--- src/rtl/sal_pkg.sv ---
`timescale 1ns / 1ps

package sal_pkg;

  localparam int TIME_W   = 32;
  localparam int STATUS_W = 2;
  localparam int KIND_W   = 2;
  localparam int LIMIT_W  = 4;
  localparam int COUNT_W  = 4;

  localparam logic [KIND_W-1:0] KIND_ADD    = 2'd0;
  localparam logic [KIND_W-1:0] KIND_REMOVE = 2'd1;
  localparam logic [KIND_W-1:0] KIND_PURGE  = 2'd2;
  localparam logic [KIND_W-1:0] KIND_QUERY  = 2'd3;

  localparam logic [STATUS_W-1:0] ST_OK        = 2'd0;
  localparam logic [STATUS_W-1:0] ST_FULL      = 2'd1;
  localparam logic [STATUS_W-1:0] ST_DUPLICATE = 2'd2;
  localparam logic [STATUS_W-1:0] ST_NOT_FOUND = 2'd3;

  localparam logic [1:0]         REG_LIMIT_ADDR = 2'd0;
  localparam logic [LIMIT_W-1:0] LIMIT_RESET    = 4'd8;

  typedef struct packed {
    logic                valid;
    logic [STATUS_W-1:0] status;
    logic [TIME_W-1:0]   next_time;
  } sal_res_t;

endpackage

--- src/rtl/sal_mem.sv ---
`timescale 1ns / 1ps

module sal_mem #(
  parameter int DEPTH = 8,
  parameter int AW    = 3,
  parameter int DW    = 32
) (
  input  logic          clk,
  input  logic          we,
  input  logic [AW-1:0] waddr,
  input  logic [DW-1:0] wdata,
  input  logic          re,
  input  logic [AW-1:0] raddr,
  output logic [DW-1:0] rdata
);

  logic [DW-1:0] mem_r [DEPTH];

  always_ff @(posedge clk) begin
    if (we) begin
      mem_r[waddr] <= wdata;
    end
  end

  always_ff @(posedge clk) begin
    if (re) begin
      rdata <= mem_r[raddr];
    end
  end

endmodule

--- src/rtl/sal_ctrl.sv ---
`timescale 1ns / 1ps

module sal_ctrl
  import sal_pkg::*;
#(
  parameter int CAPACITY = 8,
  parameter int AW       = 3,
  parameter int CW       = 4
) (
  input  logic                clk,
  input  logic                rst_n,
  input  logic                start,
  output logic                busy,
  input  logic [KIND_W-1:0]   kind,
  input  logic [TIME_W-1:0]   time_value,
  input  logic [LIMIT_W-1:0]  limit,
  output logic                mem_we,
  output logic [AW-1:0]       mem_waddr,
  output logic [TIME_W-1:0]   mem_wdata,
  output logic                mem_re,
  output logic [AW-1:0]       mem_raddr,
  input  logic [TIME_W-1:0]   mem_rdata,
  output sal_res_t            res,
  output logic [COUNT_W-1:0]  count
);

  localparam int LW = (CW > LIMIT_W) ? CW : LIMIT_W;
  localparam logic [LW-1:0] CAP_L = LW'(CAPACITY);

  typedef enum logic [2:0] {
    S_IDLE,
    S_SCAN,
    S_DECIDE,
    S_MOVE,
    S_MVWAIT,
    S_PLACE
  } state_t;

  state_t              state_r;
  logic [KIND_W-1:0]   kind_r;
  logic [TIME_W-1:0]   t_r;
  logic [CW-1:0]       cnt_r;
  logic [CW-1:0]       rd_r;
  logic [CW-1:0]       end_r;
  logic [CW-1:0]       shift_r;
  logic                grow_r;
  logic [AW-1:0]       pos_r;
  logic                pend_v_r;
  logic [CW-1:0]       pend_idx_r;
  logic                hit_r;
  logic [CW-1:0]       hit_idx_r;
  logic                gt_r;
  logic [CW-1:0]       gt_idx_r;
  logic [TIME_W-1:0]   gt_val_r;
  logic                mv_v_r;
  logic [AW-1:0]       mv_wa_r;
  logic                out_valid_r;
  logic [STATUS_W-1:0] out_status_r;
  logic [TIME_W-1:0]   out_next_r;

  logic          full;
  logic [CW-1:0] first_gt;

  assign full = (LW'(cnt_r) >= LW'(limit)) || (LW'(cnt_r) >= CAP_L);
  // first entry above t_r, or the count when none is
  assign first_gt = gt_r ? gt_idx_r : cnt_r;

  assign busy      = (state_r != S_IDLE);
  assign mem_re    = ((state_r == S_SCAN) && (rd_r < cnt_r)) || (state_r == S_MOVE);
  assign mem_raddr = rd_r[AW-1:0];
  // a shift never reads and writes the same entry in one cycle
  assign mem_we    = mv_v_r || (state_r == S_PLACE);
  assign mem_waddr = (state_r == S_PLACE) ? pos_r : mv_wa_r;
  assign mem_wdata = (state_r == S_PLACE) ? t_r : mem_rdata;

  assign res.valid     = out_valid_r;
  assign res.status    = out_status_r;
  assign res.next_time = out_next_r;
  assign count         = COUNT_W'(cnt_r);

  always_ff @(posedge clk) begin
    if (!rst_n) begin
      state_r     <= S_IDLE;
      cnt_r       <= '0;
      pend_v_r    <= 1'b0;
      mv_v_r      <= 1'b0;
      out_valid_r <= 1'b0;
      hit_r       <= 1'b0;
      gt_r        <= 1'b0;
    end else begin
      out_valid_r <= 1'b0;
      case (state_r)
        S_IDLE: begin
          if (start) begin
            kind_r   <= kind;
            t_r      <= time_value;
            rd_r     <= '0;
            pend_v_r <= 1'b0;
            hit_r    <= 1'b0;
            gt_r     <= 1'b0;
            state_r  <= S_SCAN;
          end
        end
        S_SCAN: begin
          if (rd_r < cnt_r) begin
            pend_v_r   <= 1'b1;
            pend_idx_r <= rd_r;
            rd_r       <= rd_r + 1'b1;
          end else begin
            pend_v_r <= 1'b0;
            if (!pend_v_r) begin
              state_r <= S_DECIDE;
            end
          end
          if (pend_v_r) begin
            if (!hit_r && (mem_rdata == t_r)) begin
              hit_r     <= 1'b1;
              hit_idx_r <= pend_idx_r;
            end
            if (!gt_r && (mem_rdata > t_r)) begin
              gt_r     <= 1'b1;
              gt_idx_r <= pend_idx_r;
              gt_val_r <= mem_rdata;
            end
          end
        end
        S_DECIDE: begin
          out_status_r <= ST_OK;
          out_next_r   <= '0;
          state_r      <= S_IDLE;
          case (kind_r)
            KIND_ADD: begin
              if (full) begin
                out_status_r <= ST_FULL;
                out_valid_r  <= 1'b1;
              end else if (hit_r) begin
                out_status_r <= ST_DUPLICATE;
                out_valid_r  <= 1'b1;
              end else begin
                cnt_r  <= cnt_r + 1'b1;
                pos_r  <= first_gt[AW-1:0];
                grow_r <= 1'b1;
                if (first_gt == cnt_r) begin
                  state_r <= S_PLACE;
                end else begin
                  rd_r    <= cnt_r - 1'b1;
                  end_r   <= first_gt;
                  state_r <= S_MOVE;
                end
              end
            end
            KIND_REMOVE: begin
              if (!hit_r) begin
                out_status_r <= ST_NOT_FOUND;
                out_valid_r  <= 1'b1;
              end else begin
                cnt_r   <= cnt_r - 1'b1;
                grow_r  <= 1'b0;
                shift_r <= CW'(1);
                if (hit_idx_r == cnt_r - 1'b1) begin
                  out_valid_r <= 1'b1;
                end else begin
                  rd_r    <= hit_idx_r + 1'b1;
                  end_r   <= cnt_r - 1'b1;
                  state_r <= S_MOVE;
                end
              end
            end
            KIND_PURGE: begin
              cnt_r   <= cnt_r - first_gt;
              grow_r  <= 1'b0;
              shift_r <= first_gt;
              if ((first_gt == '0) || (first_gt == cnt_r)) begin
                out_valid_r <= 1'b1;
              end else begin
                rd_r    <= first_gt;
                end_r   <= cnt_r - 1'b1;
                state_r <= S_MOVE;
              end
            end
            default: begin
              out_next_r  <= gt_r ? gt_val_r : '0;
              out_valid_r <= 1'b1;
            end
          endcase
        end
        S_MOVE: begin
          // read one entry, write it to its new place in the next cycle
          mv_v_r  <= 1'b1;
          mv_wa_r <= grow_r ? AW'(rd_r + 1'b1) : AW'(rd_r - shift_r);
          if (rd_r == end_r) begin
            state_r <= S_MVWAIT;
          end else begin
            rd_r <= grow_r ? rd_r - 1'b1 : rd_r + 1'b1;
          end
        end
        S_MVWAIT: begin
          mv_v_r <= 1'b0;
          if (grow_r) begin
            state_r <= S_PLACE;
          end else begin
            out_valid_r <= 1'b1;
            state_r     <= S_IDLE;
          end
        end
        S_PLACE: begin
          out_valid_r <= 1'b1;
          state_r     <= S_IDLE;
        end
        default: begin
          state_r <= S_IDLE;
        end
      endcase
    end
  end

endmodule

--- src/rtl/sorted_alarm_list.sv ---
`timescale 1ns / 1ps

// Sorted list of distinct 32-bit alarm times held in a CAPACITY-entry RAM.
// Input: raise start with in_kind (add, remove, purge, query) and
// in_time_value; the word is taken on a clock edge where busy is low.
// busy stays high until the result word has been produced.
// Output: out_valid is high for one cycle with out_status, out_next_time
// (query only, else 0) and out_alarm_count. The receiver cannot stall.
// Sequence: a scan reads the held entries in order and a decide state
// follows; it finds matches and the first entry above the time. Where
// entries must move, a shift pass through the RAM's read and write ports
// moves them, one entry per cycle, followed by a drain state; an added time
// is then written in a place state. One item is in work at a time.
// Config: APB register 0 (alarm_limit, 4 bits) at byte address 0; write it
// only while busy is low. pready is always high.
// Reset: synchronous, active low. Count clears to zero and alarm_limit
// returns to 8; RAM contents are left as they are, only counted entries
// are ever read.

module sorted_alarm_list
  import sal_pkg::*;
#(
  parameter int CAPACITY = 8
) (
  input  logic                clk,
  input  logic                rst_n,
  input  logic                start,
  output logic                busy,
  input  logic [KIND_W-1:0]   in_kind,
  input  logic [TIME_W-1:0]   in_time_value,
  output logic                out_valid,
  output logic [STATUS_W-1:0] out_status,
  output logic [TIME_W-1:0]   out_next_time,
  output logic [COUNT_W-1:0]  out_alarm_count,
  input  logic                psel,
  input  logic                penable,
  input  logic                pwrite,
  input  logic [1:0]          paddr,
  input  logic [31:0]         pwdata,
  output logic [31:0]         prdata,
  output logic                pready
);

  localparam int AW = (CAPACITY > 1) ? $clog2(CAPACITY) : 1;
  localparam int CW = $clog2(CAPACITY + 1);

  logic [LIMIT_W-1:0] limit_r;
  logic               mem_we;
  logic [AW-1:0]      mem_waddr;
  logic [TIME_W-1:0]  mem_wdata;
  logic               mem_re;
  logic [AW-1:0]      mem_raddr;
  logic [TIME_W-1:0]  mem_rdata;
  sal_res_t           res;

  assign pready = 1'b1;
  assign prdata = (paddr == REG_LIMIT_ADDR) ? 32'(limit_r) : '0;

  always_ff @(posedge clk) begin
    if (!rst_n) begin
      limit_r <= LIMIT_RESET;
    end else if (psel && penable && pwrite && (paddr == REG_LIMIT_ADDR)) begin
      limit_r <= pwdata[LIMIT_W-1:0];
    end
  end

  sal_ctrl #(
    .CAPACITY (CAPACITY),
    .AW       (AW),
    .CW       (CW)
  ) u_ctrl (
    .clk        (clk),
    .rst_n      (rst_n),
    .start      (start),
    .busy       (busy),
    .kind       (in_kind),
    .time_value (in_time_value),
    .limit      (limit_r),
    .mem_we     (mem_we),
    .mem_waddr  (mem_waddr),
    .mem_wdata  (mem_wdata),
    .mem_re     (mem_re),
    .mem_raddr  (mem_raddr),
    .mem_rdata  (mem_rdata),
    .res        (res),
    .count      (out_alarm_count)
  );

  sal_mem #(
    .DEPTH (CAPACITY),
    .AW    (AW),
    .DW    (TIME_W)
  ) u_mem (
    .clk   (clk),
    .we    (mem_we),
    .waddr (mem_waddr),
    .wdata (mem_wdata),
    .re    (mem_re),
    .raddr (mem_raddr),
    .rdata (mem_rdata)
  );

  assign out_valid     = res.valid;
  assign out_status    = res.status;
  assign out_next_time = res.next_time;

endmodule

--- config.mk ---
export PLATFORM = sky130hd
export DESIGN_NAME = sorted_alarm_list
export DESIGN_NICKNAME = d
export VERILOG_FILES = /design/src/rtl/sal_pkg.sv /design/src/rtl/sal_mem.sv /design/src/rtl/sal_ctrl.sv /design/src/rtl/sorted_alarm_list.sv
export SDC_FILE = /design/constraint.sdc
export NUM_CORES = 1
export LEC_CHECK = 0
export BUFFER_PORTS_ARGS = -buffer_cell sky130_fd_sc_hd__buf_2
export CAP_MARGIN = 25
export CORE_MARGIN = 2
export CORE_UTILIZATION = 30
export DETAILED_ROUTE_END_ITERATION = 10
export GPL_TIMING_DRIVEN = 0
export PLACE_DENSITY = 0.56
export SYNTH_ARGS = -nofsm -noshare
export SYNTH_HDL_FRONTEND = slang
export SYNTH_HIERARCHICAL = 1
export SYNTH_SLANG_ARGS = --single-unit
--- constraint.sdc ---
create_clock -name clk -period 13.25 [get_ports clk]
set_input_delay 1.9875 -clock clk [delete_from_list [all_inputs] [get_ports clk]]
set_output_delay 1.9875 -clock clk [all_outputs]
set_load 0.01 [all_outputs]
== Word level (Yosys, flattened, before mapping) ==
Memory sizes are Yosys's and may differ from the RTL's. A register that Yosys moved wholly into a read port is not among the register bits.
Cells that the tools add are included.

* Output and inout bits: 73
* Register bits: 146
* RAM bits: 256
* Memories: 1

{| class="wikitable"
|+ Memories
! name !! depth !! bits a word !! rd ports !! clocked after Yosys merged registers in !! wr ports !! RTL line !! text
|-
| u_mem.mem_r || 8 || 32 || 1 || 1 || 1 || sal_mem.sv:17 || <nowiki>logic [DW-1:0] mem_r [DEPTH];</nowiki>
|}

* Reductions and logical operators: 39
* Mux-type cells: 71
* Bitwise operators: 3
* Eq/ne operators: 33
* Add/subtract/negate cells: 7
* $lt $le $gt $ge: 4

{| class="wikitable"
|+ Operators with widths
! kind !! number
|-
| 4-bit 2-to-1 mux || 21
|-
| 3-bit 2-to-1 mux || 12
|-
| 4-bit case mux with 3 select lines || 3
|-
| 32-bit equality test || 1
|-
| 32-bit > comparator || 1
|-
| 32-bit 2-to-1 mux || 1
|-
| 2-bit != test (second input constant) || 13
|-
| 4-bit AND reduction || 6
|-
| 1-bit 2-to-1 mux || 17
|-
| 4-bit case mux with 4 select lines || 1
|-
| 3-bit != test (second input constant) || 5
|-
| 3-bit case mux with 5 select lines || 1
|-
| 4-bit by 1-bit adder with 4-bit output (second input constant) || 3
|-
| 4-bit equality test || 3
|-
| 12-bit AND reduction || 1
|-
| 2-bit 2-to-1 mux || 5
|-
| 5-bit AND reduction || 2
|-
| 1-bit case mux with 3 select lines || 3
|-
| 3-bit case mux with 3 select lines || 1
|-
| 9-bit AND reduction || 1
|-
| 1-bit case mux with 2 select lines || 4
|-
| 4-bit by 1-bit subtractor with 4-bit output (second input constant) || 2
|-
| 3-bit by 2-bit equality test with 1-bit output (second input constant) || 2
|-
| 3-bit equality test (second input constant) || 2
|-
| 27 further kinds || 46
|}

== Depth between registers and ports, before layout ==
Gate-level depths: netlist (run 1).

* Word-level depth: 7
* Gate-level depth with buffers: 9

== By module ==
The synthesis (run 1) kept the hierarchy.

{| class="wikitable"
|+ By module, submodules not included
! module !! area each (um^2) !! times used !! cells each
|-
| sal_mem || 10786.6 || 1 || 415
|-
| sal_ctrl || 7307.0 || 1 || 635
|-
| sorted_alarm_list || 442.9 || 1 || 53
|}

== Worst setup path after synthesis (run 1) ==
OpenSTA, ideal clock, no wires.

* Path type: input -> register
* Start point: input rst_n
* End point: register u_ctrl.gt_idx_r[0] (enable)
* Setup time: 0.429 ns
* Slack: 8.753 ns
* Arrival time: 4.068 ns
* Stages: 5
* Cells stage by stage: clkbuf_1 > nand3_1 > nor2_1 > nand2_1 > nor2_1

* Longest elaborated chain between the ends: 1

{| class="wikitable"
|+ RTL lines
! what !! RTL line !! text
|-
| start, declared || sorted_alarm_list.sv:26 || <nowiki>input logic rst_n,</nowiki>
|-
| 4-bit AND reduction (no source line) || - ||
|-
| end signal, assigned || sal_ctrl.sv:122 || <nowiki>gt_idx_r <= pend_idx_r;</nowiki>
|-
| end, declared || sal_ctrl.sv:53 || <nowiki>logic [CW-1:0] gt_idx_r;</nowiki>
|}

No other way between the ends.
A chain may end at the register's enable or synchronous reset.

== Worst setup path after layout (run 1) ==
* Start point: input paddr[1]
* End point: output prdata[1]

* Longest elaborated chain between the ends: 2

{| class="wikitable"
|+ RTL lines
! what !! RTL line !! text
|-
| start, declared || sorted_alarm_list.sv:38 || <nowiki>input logic [1:0] paddr,</nowiki>
|-
| 2-bit zero test || sorted_alarm_list.sv:57 || <nowiki>assign prdata = (paddr == REG_LIMIT_ADDR) ? 32'(limit_r) : '0;</nowiki>
|-
| 4-bit 2-to-1 mux || sorted_alarm_list.sv:57 ||
|-
| end, declared || sorted_alarm_list.sv:40 || <nowiki>output logic [31:0] prdata,</nowiki>
|}

No other way between the ends.

==> metrics.md, run 1 <==
| Metric | Value |
|---|---|
| Status | `completed` |
| Simple-gate portion of the synthesized area | `0.0578` |
| Skew final | `37.0 ps` |
| Main flop type after synthesis | `edfxtp_1` |
| Largest net degree at the start of global routing | `26` |
| Mapped Cells | `1103` |
| # fillers | `5770` |
| Largest family of logic cells by synthesized area | `multiplexers` |
| Starting Density | `0.302` |
| XOR/XNOR share of the synthesized area | `0.00972` |
| Synth Register Bits | `434` |
| Top-count cell post-synth | `edfxtp_1` |
| Final setup vio count | `0` |
| GRT Total Usage | `0.138` |
| Post-DR wirelength/cell | `20.9 um` |
| DRT Wirelength | `44100 um` |
| Cts repair resizes | `0` |
| TritonRoute pass-1 iters | `5` |
| First-pass GRT wire length | `65000 um` |
| Max-slew violations | `0` |
| Htree depth | `2` |
| Number of antenna diodes | `0` |
| CTS tree | `yes` |
| Synth area leaders | `edfxtp_1 68%, mux4_1 5.7%, ha_1 3.5%` |
| Finished Layout Cells | `2107` |
| Yosys cell types | `72` |
| Worst-Margin Slew | `874 ps` |
| Initial antenna violation count | `2` |
| Core area | `0.0614 mm^2` |
| Die area | `around 0.064 mm^2` |
| Vias in the first global route | `roughly 10000` |
| Port bufs | `between 80 and 90` |
| Adder-cell share of the synthesized area | `0.0373` |
| Ports | `between 100 and 150` |
| Clock Latency Late Sink | `590 ps` |
| Synth top cells by count | `418 x edfxtp_1, 64 x nand2_1, 56 x inv_1, 53 x o21ai_0, 52 x ha_1` |
| Number of flops mapped to enable cells by yosys | `418` |
| CTS clk-pin slew, worst paths | `60 ps` |
| Layout cell share with drive strength beyond 1 | `0.241` |
| Detail Route Antenna Nets | `0` |
| Post-route minimum period | `4520 ps` |
| TritonCTS Buffers | `46` |
| Clk buf depth | `3` |
| Initial DRC Count | `786` |
| Die height | `253 um` |
| Num rows | `91` |
| Sequential area share after synthesis | `0.694` |
| Worst EP arrival | `about 2500 ps` |
| Hold Crit Class | `flop to flop` |
| Via-to-Cell Ratio | `4.81` |
| Power Dens Cells | `166 mW/mm^2` |
| Yosys top cell by area | `edfxtp_1` |
| Setup crit end kind | `output pin` |
| Vias | `10100` |
| Fmax | `221 MHz` |
| Worst vdd ir | `0.0000910 V` |
| Synth Warn # | `6` |
| CP max FO | `5` |
| Clock tree sinks | `434` |
| Global placer's final weighted congestion | `0.856` |
| Setup Crit Path Kind | `input port to output pin` |
| Placed insts | `2028` |
| Synthesis-to-finish area growth | `18.4%` |
| DPL Wire Length | `29500 um` |
| Chip width | `253 um` |
| Final Cycle Share | `0.341` |
| Post-Syn Area | `0.0185 mm^2` |
| Static Leak | `7.95 nW` |
| Hold Buf Count CTS | `0` |
| DRC | `0` |
| Post-CTS Setup Inserts | `0` |
| RSZ-0062 raised after global routing | `false` |
| Setup TNS after final layout | `0 ps` |
| Mux contribution to synthesized area | `0.115` |
| GRT overflow | `0` |
| Top cell type's share of synthesized area | `0.677` |
| Maxcap violations | `0` |
| Syn_area_per_cell | `16.8 um^2` |
| Compound-gate portion of the synthesized area | `0.0440` |
| Ys async rst share | `0` |
| Worst path required time | `11260 ps` |
| Final net count | `roughly 1400` |
| Final hold vios | `0` |
| Max_slew headroom | `0.411` |
| CTS Root Cell | `clkbuf_16` |
| Type of origin of the critical path | `input port` |
[layout by cell type, fill, tap and decap left out, drive strengths merged, types with 5 or more instances in the layout]
cell type	synthesis	layout
o21ai	54	54
nand4	8	8
and2	5	5
buf	54	162
nor2	40	40
nor2b	6	6
conb	2	29
dfxtp	16	16
xor2	10	10
clkinv	0	15
a21oi	31	31
inv	58	60
mux4	64	64
nand2b	16	16
xnor2	7	7
bufinv	0	6
nor3	13	13
a211oi	8	8
nand2	64	64
mux2i	10	10
clkbuf	27	81
mux2	38	38
edfxtp	418	418
and3	34	34
o211ai	7	7
nand3	14	14
ha	52	52
[final cells by class]
cell class                 count  area (um^2)  share of cell area
sequential                   434        12900               0.587
multi-input combinational    556         5070               0.231
clock buffer                  53         1180              0.0537
tap                          790          988              0.0451
timing repair buffer         109          759              0.0346
buffer                        82          553              0.0252
clock inverter                25          304              0.0139
inverter                      58          218             0.00992
[state kept, by name (all words and copies together) (netlist names), 3 cells and up]
name	flops
u_ctrl/pos_r	3
u_ctrl/rd_r	4
u_ctrl/mv_wa_r	3
u_ctrl/state_r	3
u_ctrl/end_r	4
u_ctrl/out_next_r	32
u_ctrl/gt_val_r	32
u_ctrl/hit_idx_r	4
u_ctrl/gt_idx_r	4
u_ctrl/pend_idx_r	4
u_ctrl/t_r	32
u_ctrl/count	4
u_ctrl/shift_r	3
u_mem/mem_r	256
limit_r	4
u_mem/rdata	32
[stage by stage]
| stage | setup WS [ps] | cell area (um^2) | hold slack, ps | utilization | total power [mW] |
|---|---|---|---|---|---|
| floorplan | 8750 | 18600 | 421 | - | 2.16 |
| global placement | 5760 | 20100 | 433 | 0.327 | 2.35 |
| detailed placement | 8710 | 20500 | 443 | 0.333 | 2.37 |
| finish | 8730 | 21900 | 441 | 0.358 | 3.63 |
| global route | 8670 | 21900 | 445 | 0.358 | 3.80 |
| CTS | 8710 | 21900 | 445 | 0.357 | 3.67 |
[critical path, cell delays in order]
cell and delay, ps:
buf_2 110, nor2_4 150, and2_2 160, buf_2 120
[routing by layer]
metal / routed length [um] / track usage
met5: 0 / 0
met4: 997 / 0.0348
met3: 2870 / 0.0326
met2: 19700 / 0.214
met1: 20500 / 0.194
[logic make-up after synthesis]
logic type,after synthesis
AO/OA/AOI/OAI,131
XOR/XNOR,18
adder cells (fa/ha/maj),54
buffers and inverters,140
flip-flops,434
multiplexers,112
other,2
AND/OR/NAND/NOR,212
[power breakdown]
| part | internal, mW | total [mW] | switching (mW) |
|---|---|---|---|
| sequential | 1.65 | 1.70 | 0.0456 |
| clock | 0.754 | 1.29 | 0.535 |
| combinational | 0.268 | 0.644 | 0.376 |
[final timing paths]
kind / start / to / slack (ps) / cells past startpoint
setup / recovery: paddr[1] / prdata[1] / 8730 / 4
hold / removal: u_ctrl/pend_idx_r[3]$_DFFE_PP_ / u_ctrl/gt_idx_r[3]$_DFFE_PP_ / 440 / 0
hold reg to reg: u_ctrl/pend_idx_r[3]$_DFFE_PP_ / u_ctrl/gt_idx_r[3]$_DFFE_PP_ / 440 / 0
setup reg to reg: u_ctrl/state_r[2]$_SDFFE_PN0P_ / u_mem/mem_r[0][9]$_DFFE_PP_ / 9480 / 10
No activity file was read; power rests on OpenSTA's default activity.
==> inputs of run 2 (changes only) <==
ABC_AREA = 1   (was unset)
PLACE_DENSITY = 0.57   (was 0.56)
clock period = 4.1 ns   (was 13.25 ns; I/O delays follow)
==> metrics.md, run 2 <==
| Metric | Value |
|---|---|
| Sequential area share after synthesis | `0.645` |
| DRC | `0` |
| CP max FO | `4` |
| Syn_area_per_cell | `10.2 um^2` |
| Max FFs per register | `256` |
| Finished Layout Cells | `3042` |
| Crit path largest cell delay | `740 ps` |
| Cts repair resizes | `0` |
| XOR/XNOR share of the synthesized area | `0.00526` |
| Crit-path slowest cell | `nor4_1` |
| DPL Wire Length | `34400 um` |
| Max-slew violations | `0` |
| Fmax | `306 MHz` |
| Final net count | `2268` |
| Top-count cell post-synth | `nand2_1` |
| Die area | `0.0687 mm^2` |
| Worst Path Buf+Inv | `0` |
| Worst EP arrival | `approximately 3500 ps` |
| Setup Crit Path Kind | `flop to flop` |
| Ys async rst share | `0` |
| Maxcap violations | `0` |
| Static Leak | `10.4 nW` |
| Clock Latency Late Sink | `600 ps` |
| Synthesis-to-finish area growth | `18.0%` |
| Max_slew headroom | `0.303` |
| Utilization after layout | `0.358` |
| Vias in the first global route | `roughly 13000` |
| CTS clk-pin slew, worst paths | `approximately 60 ps` |
| Hold WS | `185 ps` |
| Setup crit end kind | `flop` |
| TritonCTS Buffers | `46` |
| Power Dens Cells | `~560 mW/mm^2` |
| Setup WS post-layout | `833 ps` |
| GRT Total Usage | `0.149` |
| Post-Syn Area | `0.0200 mm^2` |
| Num rows | `94` |
| RSZ-0062 raised after global routing | `false` |
| Synth Warn # | `6` |
| Chip width | `about 260 um` |
| CTS tree | `yes` |
| Largest net degree at the start of global routing | `25` |
| Global placer's final weighted congestion | `about 0.86` |
| Skew final | `26.7 ps` |
| Ports | `147` |
| Vias | `about 14000` |
| Post-CTS Setup Inserts | `0` |
| Compound-gate portion of the synthesized area | `0.0314` |
| Worst path required time | `4320 ps` |
| TritonRoute pass-1 iters | `6` |
| Port bufs | `89` |
| Clk buf depth | `3` |
| # fillers | `around 6500` |
| GRT overflow | `0` |
| Main flop type after synthesis | `edfxtp_1` |
| Yosys cell types | `47` |
| Design Power | `13.3 mW` |
| Hold Crit Class | `input port to flop` |
| Status | `completed` |
| Final setup vio count | `0` |
| Hold Buf Count CTS | `0` |
| Initial DRC Count | `around 1100` |
| Biggest register | `u_mem/mem_r` |
| Post-DR wirelength/cell | `16.9 um` |
| Type of origin of the critical path | `flop` |
| Number of antenna diodes | `0` |
| Core area | `approximately 0.066 mm^2` |
| Synth area leaders | `edfxtp_1 63%, nand2_1 11%, inv_1 7.3%` |
| Dpl ws | `911 ps` |
| Via-to-Cell Ratio | `4.46` |
| First-pass GRT wire length | `76900 um` |
| CTS Root Cell | `clkbuf_16` |
| Final Cycle Share | `0.797` |
| Synth top cells by count | `565 x nand2_1, 418 x edfxtp_1, 388 x inv_1, 161 x nand3_1, 97 x nor2_1` |
| Clock tree sinks | `434` |
| Htree depth | `2` |
| Most frequent cells in the layout | `564 x nand2_1, 418 x edfxtp_1, 387 x inv_1` |
| Starting Density | `0.303` |
| Mapped Cells | `1964` |
| Layout cell share with drive strength beyond 1 | `0.135` |
| Simple-gate portion of the synthesized area | `0.175` |
| Top cell type's share of synthesized area | `0.628` |
| Synth Register Bits | `around 430` |
| Adder-cell share of the synthesized area | `0.0346` |
| Yosys top cell by area | `edfxtp_1` |
| Worst-Margin Slew | `approximately 1000 ps` |
| Die height | `~260 um` |
| Critical-path cell list | `ha_1, nand2_1, nor2_1, nand4_1, nor4_1, and2_1, nand2_1, nor2_1` |
| Number of flops mapped to enable cells by yosys | `418` |
| Initial antenna violation count | `0` |
| DRT Wirelength | `roughly 50000 um` |
| Largest family of logic cells by synthesized area | `simple AND/OR/NAND/NOR gates` |
| Post-route minimum period | `3270 ps` |
| Commonest non-fill, non-tap cell in the layout | `nand2_1` |
| Final hold vios | `0` |
| Crit path max-delay family | `simple AND/OR/NAND/NOR gates` |
| Mux contribution to synthesized area | `0.00226` |
| Worst vdd ir | `0.000322 V` |
| Detail Route Antenna Nets | `0` |
| Placed insts | `between 2000 and 3000` |
-- run 2: path summary, 6_finish.rpt --
check	start	endpoint	slack [ps]	cells after the start
setup reg to reg	u_mem/rdata[15]$_DFFE_PP_	u_ctrl/hit_idx_r[1]$_DFFE_PP_	830	8
setup / recovery	u_mem/rdata[15]$_DFFE_PP_	u_ctrl/hit_idx_r[1]$_DFFE_PP_	830	8
hold / removal	in_time_value[1]	u_ctrl/t_r[1]$_DFFE_PP_	190	1
hold reg to reg	u_ctrl/pend_idx_r[0]$_DFFE_PP_	u_ctrl/hit_idx_r[0]$_DFFE_PP_	450	0
-- run 2: layout make-up --
class                           count  area, um^2  share of cell area
Buffer                             98         632              0.0268
Clock inverter                     37         467              0.0198
Sequential cell                   434       12900               0.546
Tap cell                          864        1080              0.0459
Multi-Input combinational cell   1062        5160               0.219
Timing Repair Buffer              101         701              0.0297
Clock buffer                       49        1160              0.0493
Inverter                          397        1490              0.0632
-- run 2: report_power, final --
part           leakage [nW]  internal (mW)  switching (mW)
logic                  5.69          0.967            2.20
registers              3.92           5.44           0.181
clock network         0.800           2.65            1.83
total                  10.4           9.05            4.21
-- run 2: cells by family (layout without fill, tap and decap cells) --
kind of cell | count (synthesis) | count (layout)
DFF | 434 | 434
and+or+nand+nor | 851 | 851
xor gates and xnor gates | 12 | 12
other | 2 | 29
AOI/OAI and AO/OA | 113 | 113
adders and majority gates | 54 | 54
buffers and inverters | 495 | 682
muxes | 3 | 3
-- run 2: worst reg2reg max path: stages (launching register included) --
cell      delay, ps
edfxtp_1        420
ha_1            320
nand2_1         100
nor2_1          220
nand4_1         290
nor4_1          740
and2_1          280
nand2_1         100
nor2_1          420
-- run 2: routing by layer --
metal,vias up,part of all wire,global-route usage
met5,-,0,0
met2,442,0.46,0.242
met4,0,0.029,0.0497
met1,6447,0.44,0.202
met3,92,0.071,0.0273
li1,6576,-,-
-- run 2: per-stage QoR --
step	TNS, ps	area, um^2
final	0	23600
after CTS	0	23600
after detailed placement	0	21900
after global routing	0	23600
after global placement	-256100	21600
after floorplan	0	20100
==> inputs of run 3 (changes only) <==
PLACE_DENSITY = 0.55   (was 0.57)
clock period = 3.1 ns   (was 4.1 ns; I/O delays follow)
==> metrics.md, run 3 (same netlist as run 2, synthesis figures left out) <==
| Metric | Value |
|---|---|
| Detail Route Antenna Nets | `0` |
| Sequential Power Share | `0.429` |
| Most frequent cells in the layout | `564 x nand2_1, 418 x edfxtp_1, 387 x inv_1` |
| Internal power | `11.8 mW` |
| Ports | `around 150` |
| Worst reg2reg endpoint | `u_ctrl/hit_idx_r[3]$_DFFE_PP_` |
| Vias | `around 13000` |
| Final setup vio count | `0` |
| Max-slew violations | `0` |
| Initial DRC Count | `roughly 850` |
| Starting Density | `0.303` |
| FF-to-FF Start | `u_mem/rdata[31]$_DFFE_PP_` |
| # fillers | `6553` |
| R2r setup slk | `220 ps` |
| CTS tree | `yes` |
| Switching power | `5.52 mW` |
| Max_slew headroom | `0.327` |
| DRC | `0` |
| Max FFs per register | `256` |
| Power Dens Cells | `733 mW/mm^2` |
| Hold endpoint | `u_ctrl/t_r[29]$_DFFE_PP_` |
| Worst EP arrival | `roughly 3100 ps` |
| GRT Total Usage | `0.148` |
| Core area | `between 0.06 and 0.07 mm^2` |
| Static Leak | `approximately 10 nW` |
| Worst-Margin Slew | `1000 ps` |
| FF-to-FF path depth | `10` |
| Number of antenna diodes | `0` |
| Biggest register | `u_mem/mem_r` |
| Setup TNS after final layout | `0 ps` |
| Post-route minimum period | `between 2000 and 3000 ps` |
| Worst Min Path Start | `in_time_value[29]` |
| Hold Crit Class | `input port to flop` |
| Clock tree sinks | `434` |
| Status | `completed` |
| Setup Crit Path Kind | `flop to flop` |
| Utilization after layout | `0.358` |
| Largest net degree at the start of global routing | `26` |
| CTS Root Cell | `clkbuf_16` |
| Type of origin of the critical path | `flop` |
| Final net count | `2275` |
| Worst vdd ir | `~0.00043 V` |
| Maxcap violations | `0` |
| TritonCTS Buffers | `47` |
| Worst path required time | `3330 ps` |
| Clock power share | `0.326` |
| CP max FO | `4` |
| Skew final | `about 26 ps` |
| Combinational share of power | `0.245` |
| Via-to-Cell Ratio | `4.42` |
| Commonest non-fill, non-tap cell in the layout | `nand2_1` |
| Initial antenna violation count | `0` |
| Post-DR wirelength/cell | `around 17 um` |
| Final hold vios | `0` |
| Chip width | `~260 um` |
| Placed cell areas | `0.0219 mm^2` |
| Placed insts | `2957` |
| Clock Latency Late Sink | `roughly 600 ps` |
| Htree depth | `2` |
| Global placer's final weighted congestion | `0.835` |
| Setup crit end kind | `flop` |
| DPL Wire Length | `35400 um` |
| Final instance area | `roughly 0.024 mm^2` |
| Port bufs | `89` |
| TritonRoute pass-1 iters | `5` |
| Crit path largest cell delay | `450 ps` |
| First-pass GRT wire length | `between 70000 and 80000 um` |
| Final Cycle Share | `0.930` |
| Layout cell share with drive strength beyond 1 | `0.136` |
| Vias in the first global route | `13400` |
| Num rows | `94` |
| Synthesis-to-finish area growth | `18.1%` |
| WHS Path Cells | `1` |
| Die area | `0.0687 mm^2` |
| Crit-path slowest cell | `nor2_1` |
| Clk buf depth | `3` |
| Switch share | `0.319` |
| DRT Wirelength | `slightly above 50000 um` |
| CTS clk-pin slew, worst paths | `around 60 ps` |
| Critical-path cell list | `ha_1, nand2_1, nor2_2, nand4_1, buf_4, nor4_4, buf_4, and2_1, nand2_1, nor2_1` |
| GRT overflow | `0` |
| Die height | `around 260 um` |
| Hold Buf Count CTS | `0` |
| Fmax | `347 MHz` |
| Finished Layout Cells | `3048` |
| RSZ-0062 raised after global routing | `false` |
run 3: cell count changes in the layout (fill, tap and decap cells not counted), moves of 3 or more:
cell,before,now
clkbuf_1,19,23
clkinv_2,14,7
clkbuf_8,0,4
clkinv_1,6,11
buf_4,40,43
bufinv_16,9,4
run 3: power groups by stage:
stage               Clock [mW]  Combinational (mW)  Sequential (mW)
CTS                       5.80                4.24             7.43
global placement             0                4.05             7.56
floorplan                    0                2.74             7.47
global route              5.99                4.75             7.45
finish                    5.64                4.23             7.42
detailed placement           0                4.21             7.55
run 3: final cells by class:
cell class	count	area [um^2]	area share
clock inverter	27	275	0.0117
buffer	98	632	0.0268
inverter	397	1500	0.0634
timing repair buffer	107	751	0.0318
multi-input combinational	1062	5200	0.220
tap	864	1080	0.0458
clock buffer	59	1280	0.0544
sequential	434	12900	0.546
run 3: timing repair:
action	CTS	global route
endpoints found under the setup margin	44	35
gates resized for setup	8	2
setup buffers	1	2
pin swaps	2	3
run 3: metrics by stage:
step                setup slack (ps)  total power [mW]  hold WS (ps)
finish                           216              17.3          42.3
global route                    11.6              18.2          17.3
CTS                             34.6              17.5          5.07
detailed placement              -543              11.8           450
global placement               -2220              11.6           446
floorplan                      -22.5              10.2           421
run 3: how the worst max path moves through the flow:
stage / startpoint / slack (ps) / cells after the start / endpoint
6_report: u_mem/rdata[31]$_DFFE_PP_ / 220 / 10 / u_ctrl/hit_idx_r[3]$_DFFE_PP_
5_1_grt: u_ctrl/state_r[2]$_SDFFE_PN0P_ / 10 / 8 / u_mem/mem_r[5][13]$_DFFE_PP_
4_1_cts: u_mem/rdata[31]$_DFFE_PP_ / 30 / 10 / u_ctrl/gt_val_r[22]$_DFFE_PP_
3_5_place_dp: u_mem/rdata[31]$_DFFE_PP_ / -540 / 10 / u_ctrl/gt_val_r[30]$_DFFE_PP_
3_3_place_gp: rst_n / -2220 / 5 / u_ctrl/shift_r[1]$_SDFFCE_PN0P_
2_1_floorplan: u_ctrl/state_r[2]$_SDFFE_PN0P_ / -20 / 8 / u_mem/mem_r[2][0]$_DFFE_PP_
run 3: routing by layer:
layer  vias up  part of all wire  routed length, um  GRT usage
li1       6606                 -                  -          -
met1      6429              0.43              22000      0.190
met2       355              0.49              25000      0.259
met3        93             0.049               2490     0.0188
met4         0             0.027               1350     0.0496
met5         -                 0                  0          0
run 3: worst max-delay path, delay by kind of cell, from the launching register on:
kind / cells / cell delay, ps
buf+inv: 2 / 350
simple gates: 7 / 1390
fa+ha+maj: 1 / 340
flops: 1 / 430
